File: src/rtl/sltab_pkg.sv
package sltab_pkg;

  // Operation codes carried in the mode field
  localparam logic [1:0] MODE_INSERT = 2'd0;
  localparam logic [1:0] MODE_DELETE = 2'd1;
  localparam logic [1:0] MODE_FIND   = 2'd2;
  localparam logic [1:0] MODE_CLEAR  = 2'd3;

  // Result status codes
  localparam logic [2:0] ST_INSERTED = 3'd0;
  localparam logic [2:0] ST_REPLACED = 3'd1;
  localparam logic [2:0] ST_FULL     = 3'd2;
  localparam logic [2:0] ST_DELETED  = 3'd3;
  localparam logic [2:0] ST_NOTFOUND = 3'd4;
  localparam logic [2:0] ST_FOUND    = 3'd5;
  localparam logic [2:0] ST_CLEARED  = 3'd6;

  // Table read address select
  localparam logic [1:0] RD_MID = 2'd0;
  localparam logic [1:0] RD_LO  = 2'd1;
  localparam logic [1:0] RD_SRC = 2'd2;

  // Table write select
  localparam logic [1:0] WR_NONE  = 2'd0;
  localparam logic [1:0] WR_UP    = 2'd1;
  localparam logic [1:0] WR_DN    = 2'd2;
  localparam logic [1:0] WR_ENTRY = 2'd3;

  typedef struct packed {
    logic [1:0]  mode;
    logic [15:0] key;
    logic [15:0] payload;
  } sltab_in_t;

  typedef struct packed {
    logic [2:0] status;
    logic [7:0] slot;
    logic [8:0] entries;
  } sltab_out_t;

  typedef struct packed {
    logic [15:0] key;
    logic [15:0] handle;
  } sltab_entry_t;

  // Controller to datapath commands
  typedef struct packed {
    logic       load;
    logic       fill_clr;
    logic       lo_step;
    logic       hi_step;
    logic       src_up_init;
    logic       src_dn_init;
    logic       src_dec;
    logic       src_inc;
    logic       fill_inc;
    logic       fill_dec;
    logic [1:0] rd_sel;
    logic [1:0] wr_sel;
    logic       out_load;
    logic [2:0] out_status;
    logic       out_slot_en;
  } sltab_cmd_t;

  // Datapath to controller status
  typedef struct packed {
    logic       lo_lt_hi;
    logic       lo_lt_fill;
    logic       key_lt;
    logic       key_eq;
    logic       full;
    logic       up_last;
    logic       dn_last;
    logic       has_tail;
    logic       out_free;
    logic [1:0] mode;
  } sltab_stat_t;

endpackage

File: src/rtl/sltab_ctrl.sv
module sltab_ctrl (
  input  logic                  clk,
  input  logic                  rst_n,
  input  logic                  in_valid,
  input  logic [1:0]            in_mode,
  output logic                  in_ready,
  input  sltab_pkg::sltab_stat_t stat,
  output sltab_pkg::sltab_cmd_t  cmd
);

  import sltab_pkg::*;

  localparam logic [3:0] S_IDLE   = 4'd0;
  localparam logic [3:0] S_SRD    = 4'd1;
  localparam logic [3:0] S_SCMP   = 4'd2;
  localparam logic [3:0] S_CHK    = 4'd3;
  localparam logic [3:0] S_UPRD   = 4'd4;
  localparam logic [3:0] S_UPWR   = 4'd5;
  localparam logic [3:0] S_INSWR  = 4'd6;
  localparam logic [3:0] S_DNRD   = 4'd7;
  localparam logic [3:0] S_DNWR   = 4'd8;
  localparam logic [3:0] S_RESULT = 4'd9;

  logic [3:0] state_r, state_nxt;
  logic [2:0] st_r, st_nxt;
  logic       slot_en_r, slot_en_nxt;

  // Next state, status code and datapath commands
  always_comb begin
    logic decide;
    logic found;
    state_nxt   = state_r;
    st_nxt      = st_r;
    slot_en_nxt = slot_en_r;
    cmd         = '0;
    cmd.rd_sel  = RD_MID;
    cmd.wr_sel  = WR_NONE;
    in_ready    = 1'b0;
    decide      = 1'b0;
    found       = 1'b0;

    case (state_r)
      S_IDLE: begin
        in_ready = 1'b1;
        if (in_valid) begin
          cmd.load = 1'b1;
          if (in_mode == MODE_CLEAR) begin
            cmd.fill_clr = 1'b1;
            st_nxt       = ST_CLEARED;
            slot_en_nxt  = 1'b0;
            state_nxt    = S_RESULT;
          end else begin
            state_nxt = S_SRD;
          end
        end
      end
      // Binary search for the first key not below the requested one
      S_SRD: begin
        if (stat.lo_lt_hi) begin
          cmd.rd_sel = RD_MID;
          state_nxt  = S_SCMP;
        end else if (stat.lo_lt_fill) begin
          cmd.rd_sel = RD_LO;
          state_nxt  = S_CHK;
        end else begin
          decide = 1'b1;
        end
      end
      S_SCMP: begin
        if (stat.key_lt) begin
          cmd.lo_step = 1'b1;
        end else begin
          cmd.hi_step = 1'b1;
        end
        state_nxt = S_SRD;
      end
      S_CHK: begin
        decide = 1'b1;
        found  = stat.key_eq;
      end
      // Shift the tail up one entry, top first
      S_UPRD: begin
        cmd.rd_sel = RD_SRC;
        state_nxt  = S_UPWR;
      end
      S_UPWR: begin
        cmd.wr_sel = WR_UP;
        if (stat.up_last) begin
          state_nxt = S_INSWR;
        end else begin
          cmd.src_dec = 1'b1;
          state_nxt   = S_UPRD;
        end
      end
      S_INSWR: begin
        cmd.wr_sel   = WR_ENTRY;
        cmd.fill_inc = 1'b1;
        st_nxt       = ST_INSERTED;
        slot_en_nxt  = 1'b1;
        state_nxt    = S_RESULT;
      end
      // Shift the tail down one entry, bottom first
      S_DNRD: begin
        cmd.rd_sel = RD_SRC;
        state_nxt  = S_DNWR;
      end
      S_DNWR: begin
        cmd.wr_sel = WR_DN;
        if (stat.dn_last) begin
          cmd.fill_dec = 1'b1;
          st_nxt       = ST_DELETED;
          slot_en_nxt  = 1'b1;
          state_nxt    = S_RESULT;
        end else begin
          cmd.src_inc = 1'b1;
          state_nxt   = S_DNRD;
        end
      end
      // Hand the result to the output register once it is free
      S_RESULT: begin
        cmd.out_status  = st_r;
        cmd.out_slot_en = slot_en_r;
        if (stat.out_free) begin
          cmd.out_load = 1'b1;
          state_nxt    = S_IDLE;
        end
      end
      default: begin
        state_nxt = S_IDLE;
      end
    endcase

    // Act on the search outcome
    if (decide) begin
      state_nxt = S_RESULT;
      case (stat.mode)
        MODE_INSERT: begin
          if (found) begin
            cmd.wr_sel  = WR_ENTRY;
            st_nxt      = ST_REPLACED;
            slot_en_nxt = 1'b1;
          end else if (stat.full) begin
            st_nxt      = ST_FULL;
            slot_en_nxt = 1'b0;
          end else if (stat.lo_lt_fill) begin
            cmd.src_up_init = 1'b1;
            state_nxt       = S_UPRD;
          end else begin
            state_nxt = S_INSWR;
          end
        end
        MODE_DELETE: begin
          if (found && stat.has_tail) begin
            cmd.src_dn_init = 1'b1;
            state_nxt       = S_DNRD;
          end else if (found) begin
            cmd.fill_dec = 1'b1;
            st_nxt       = ST_DELETED;
            slot_en_nxt  = 1'b1;
          end else begin
            st_nxt      = ST_NOTFOUND;
            slot_en_nxt = 1'b0;
          end
        end
        MODE_FIND: begin
          st_nxt      = found ? ST_FOUND : ST_NOTFOUND;
          slot_en_nxt = found;
        end
        default: begin
          st_nxt      = ST_NOTFOUND;
          slot_en_nxt = 1'b0;
        end
      endcase
    end
  end

  always_ff @(posedge clk) begin
    if (!rst_n) begin
      state_r <= S_IDLE;
    end else begin
      state_r <= state_nxt;
    end
  end

  always_ff @(posedge clk) begin
    st_r      <= st_nxt;
    slot_en_r <= slot_en_nxt;
  end

endmodule

File: config.mk
export PLATFORM = sky130hd
export DESIGN_NAME = sltab_ctrl
export DESIGN_NICKNAME = d
export VERILOG_FILES = /design/src/rtl/sltab_pkg.sv /design/src/rtl/sltab_ctrl.sv
export SDC_FILE = /design/constraint.sdc
export NUM_CORES = 1
export LEC_CHECK = 0
export BUFFER_PORTS_ARGS = -buffer_cell sky130_fd_sc_hd__buf_2
export CELL_PAD_IN_SITES_DETAIL_PLACEMENT = 1
export CELL_PAD_IN_SITES_GLOBAL_PLACEMENT = 1
export CORE_UTILIZATION = 30
export DETAILED_ROUTE_END_ITERATION = 10
export PLACE_DENSITY_LB_ADDON = 0.3
export RECOVER_POWER = 100
export SLEW_MARGIN = 40
export SYNTH_ARGS = -nofsm -noshare
export SYNTH_HDL_FRONTEND = slang
export SYNTH_SLANG_ARGS = --single-unit
File: constraint.sdc
create_clock -name clk -period 1.6 [get_ports clk]
set_clock_uncertainty 0.15 [all_clocks]
set_input_delay 0.16 -clock clk [delete_from_list [all_inputs] [get_ports clk]]
set_output_delay 0.16 -clock clk [all_outputs]
set_load 0.1 [all_outputs]
==> qor.txt, run 1 <==
Register area share after synthesis - 0.1744
I/O Pins - 36
Num CTS Buffers - 3
Synth Area in Compound Gates - 0.3311
Synth Register Bits - 8
Grt repair worst endpoint - cmd[9]
Adder-cell share of the synthesized area - 0
Top post-synthesis cells by area - dfxtp_1, and2_1, nor3_1
Stage reached - 5_1_grt
Ys Warns - 0
HPWL Detailed - 3039 µm
Simple-gate portion of the synthesized area - 0.4210
Die H - 57.33 µm
Top cell type's share of synthesized area - 0.1744
H-tree levels - 1
Syn_area_per_cell - 7.347 µm²
Placed cell area - 1729 µm²
Clock Sinks - 8
Largest net degree at the start of global routing - 14
Root Buffer - clkbuf_4
GPL Wtd Cong - 0.8712
Xor and xnor area share after synthesis - 0.009537
Main combinational cell family by area after synthesis - simple AND/OR/NAND/NOR gates
Number of synthesized flops with an enable pin - 0
Pre-CTS WS - -0.2182 ns
Err - [ERROR DPL-0033] detailed placement checks failed during check placement.
Status - did not finish
CTS Buffer Depth - 2
Die W - 57.33 µm
Worst ep type - output port
Async SR Flop Fraction - 0
Cell area after synthesis - 918.4 µm²
Starting Density - 0.3246
Mux contribution to synthesized area - 0
Post-synth top area cell - dfxtp_1
Post-Syn Instances - 125
Syn nets - 141
Top_reg_cell synth - dfxtp_1
Port bufs - 35
Netlist cell types - 45
Row cnt - 19
Antenna violations before repair - 0
-- cells by family after synthesis --
logic type             Yosys count
buffers and inverters           12
AO/OA/AOI/OAI                   45
XOR/XNOR                         1
AND/OR/NAND/NOR                 59
flip-flops                       8
-- cell usage after synthesis (all sizes together) (2+ instances only) --
| cell | count |
|---|---|
| nand2b | 5 |
| a31oi | 4 |
| nand2 | 8 |
| and3 | 2 |
| o21a | 4 |
| inv | 3 |
| clkbuf | 4 |
| nor3 | 8 |
| nor4bb | 2 |
| nor3b | 2 |
| dfxtp | 8 |
| o21ai | 10 |
| o22ai | 5 |
| o32ai | 2 |
| buf | 5 |
| nand3 | 2 |
| or2 | 3 |
| and4b | 2 |
| a21oi | 6 |
| and3b | 2 |
| o211ai | 3 |
| and2 | 8 |
| nor2 | 6 |
| a211oi | 2 |
| nor2b | 5 |
-- stage by stage --
| stage | instances | TNS (ns) |
|---|---|---|
| after floorplan | 125 | -9.534 |
| after global placement | 211 | -0.4380 |
| after detailed placement | 211 | -1.535 |
| after CTS | 229 | -5.465 |
-- timing repair --
action                                  CTS
endpoints found under the setup margin   27
cloned                                    1
gates resized for setup                  58
setup buffers                            15
hold buffers                              0
pin swaps                                30
hold endpoints to repair                  0
==> run 2, diff against run 1 <==
- CELL_PAD_IN_SITES_DETAIL_PLACEMENT: 1 -> default
- CELL_PAD_IN_SITES_GLOBAL_PLACEMENT: 1 -> default
- CORE_AREA: default -> 2 2 63 65
- CORE_UTILIZATION: 30 -> default
- DIE_AREA: default -> 0 0 65 67
- PLACE_DENSITY_LB_ADDON: 0.3 -> 0.15
- clock period: 1.6 -> 2.1 ns (I/O delays scaled with it)
==> run 2 against run 1 <==
Compared with the run above:
- the run now ends clean
- synthesized cell count did not move
- area after synthesis did not move
==> qor.txt, run 2 <==
Status - finished clean
Top_reg_cell synth - dfxtp_1
Crit path cell chain - nor4bb_4 > nand2_2 > o22ai_4 > buf_12
Cell area after synthesis - 918.4 µm² (unchanged)
Worst R2R Setup Slack - 0.20 ns
Post-Syn Instances - 125 (unchanged)
Vias post-DR - 1,100
Final Max Slew Viols - 0
CORE AREA - 3606 µm²
Largest net degree at the start of global routing - 17
RSZ-0062 raised after global routing - true
# diodes - 0
Num CTS Buffers - 3 (unchanged)
Syn nets - 141 (unchanged)
Register area - 161.4 µm²
Buffers and inverters on the worst path - 1
Async SR Flop Fraction - 0 (unchanged)
Worst Min Path Start - rst_n
Row cnt - 22 (+3)
Reg2reg end - st_r[2]
Hold Vio Cnt, Final - 0
Util after Layout - 0.4656
I/O Pins - 36 (unchanged)
DRC Markers - 0
Clock Sinks - 8 (unchanged)
Top cell type's share of synthesized area - 0.1744 (unchanged)
Fraction of layout cells with a size suffix above 1 - 0.4611
CTS tree - built
Highest ir drop seen on vdd - 287.7 µV
CP arrival - 1.66 ns
Critical path launch point type - flip-flop
Post-synth top area cell - dfxtp_1
Fill cells - 354
Netlist cell types - 45 (unchanged)
Crit-path max FO - 8
Slew margin rel. - 0.6516
GRT Total Usage - 0.1490
Die W - 65 µm (+13%)
Worst-Skew Late Latency - 0.23 ns
Commonest non-fill, non-tap cell in the layout - buf_12
Slowest-stage cell, CP - nor4bb_4
Biggest register - state_r
Register area share after synthesis - 0.1744 (unchanged)
DR vias/cell - 5.116
GPL Wtd Cong - 0.8362 (-4.0%)
Pre-CTS WS - 0.2441 ns (+0.4623 ns)
Power Density - 897.9 nW/µm²
Syn_area_per_cell - 7.347 µm² (unchanged)
Ys Warns - 0 (unchanged)
Leakage - 0.6565 nW
Synth Register Bits - 8 (unchanged)
Number of synthesized flops with an enable pin - 0 (unchanged)
Max incr delay on CP - 0.42 ns
Wirelength per Cell - 14.16 µm
Clk slew on worst S/H paths - 0.05 ns
Port bufs - 35 (unchanged)
Worst Path Required - 1.74 ns
Reg2reg path depth - 5
Drt total wl - 3045 µm
Total Nets Final - 185
Worst-Margin Slew - 0.5154 ns
Max Cap Viol - 0
Max FFs per register - 4
Final worst-path cycle share - 0.9642
Antenna violations before repair - 0
Hold/Removal Path Class - primary input to flip-flop
CTS Buffer Depth - 2 (unchanged)
List of most frequent post-synthesis cells - and2_1, dfxtp_1, nor3_1
Top post-synthesis cells by area - dfxtp_1, and2_1, nor3_1
Final worst slack - 0.07512 ns
Die Area - 4355 µm²
Root Buffer - clkbuf_8
WHS Path Cells - 3
Crit path capture type - primary output
Critical R2R Launch - state_r[2]
Largest delay share family, worst path - simple AND/OR/NAND/NOR gates
Top achievable clock speed - 493.9 MHz
Min-Delay Endpoint - state_r[0]
Routed Antenna Nets - 0
First-pass GRT wire length - 5030 µm
Remaining global-route overflow - 0
Clock period minus final worst setup slack - 2.025 ns
HPWL Detailed - 2497 µm (-18%)
Area of the multi-input gates - 838.3 µm²
Drt pass-1 iters - 4
H-tree levels - 1 (unchanged)
Vias in the first global route - 1,104
Starting Density - 0.2547 (-0.06995)
Top Registers - state_r (4), st_r (3), slot_en_r (1)
Die H - 67 µm (+17%)
Area delta synth->final - 82.83%
DRT iter0 DRCs - 30
Leading cell types in the layout, fill and taps excluded - buf_12, buf_2, buf_4
WS Path Type - flip-flop to primary output
Final setup vio count - 0
-- run 2: cell counts after synthesis --
Identical to the previous run, type by type.
-- run 2: repair_timing --
action	4_1_cts	5_1_grt
buffers inserted	2	1
hold buffers	0	0
resized for setup	0	5
pin swaps	1	4
setup endpoints to repair	2	9
-- run 2: routing by layer --
layer,global-route usage,share of wire
met3,0.02872,0.063
met1,0.1830,0.45
met4,0.07181,0.022
met5,0,0
met2,0.2487,0.47
-- run 2: area by class of cell --
cell class | instances | area share
clock buffer | 3 | 0.02459
sequential | 8 | 0.09613
inverter | 3 | 0.006706
multi-input combinational | 105 | 0.4993
tap | 48 | 0.03577
timing repair buffer | 48 | 0.3376
-- run 2: power breakdown --
part / switching (mW) / internal, mW
clock: 0.0650 / 0.125
combinational: 0.649 / 0.415
sequential: 0.0466 / 0.207
-- run 2: metrics by stage --
stage          setup TNS (ns)  cells  hold slack (ns)  instance area [µm²]  total power, mW
6_report                    0    215          0.09610                 1679            1.508
5_1_grt              -0.03215    215          0.09758                 1679            1.591
4_1_cts              -0.01202    214           0.1004                 1650            1.508
3_5_place_dp                0    209           0.3412                 1594            1.315
3_3_place_gp                0    209           0.3436                 1594            1.315
2_1_floorplan          -3.053    125           0.1918                 1044            1.014
-- run 2: worst max path at each step --
stage	start	to	slack, ns	depth (start not counted)
after global placement	state_r[2]	state_r[3]	0.27	4
final	state_r[2]	cmd[6]	0.08	4
after CTS	state_r[3]	cmd[9]	-0.01	4
after global routing	state_r[3]	cmd[6]	-0.02	4
after detailed placement	state_r[3]	cmd[9]	0.24	4
after floorplan	state_r[1]	st_r[1]	-0.54	5
-- run 2: kinds of logic after synthesis --
| logic type | count (synthesis) | share of synthesized area |
|---|---|---|
| AO/OA/AOI/OAI | 45 | 0.3311 |
| buffers and inverters | 12 | 0.06403 |
| AND/OR/NAND/NOR | 59 | 0.4210 |
| XOR/XNOR | 1 | 0.009539 |
| flip-flops | 8 | 0.1744 |
-- run 2: tightest hold or removal path: stages --
cell and delay [ns]:
buf_2 0.11, inv_1 0.06, a21oi_1 0.05
Note: power is estimated with default switching activity, not from simulation.
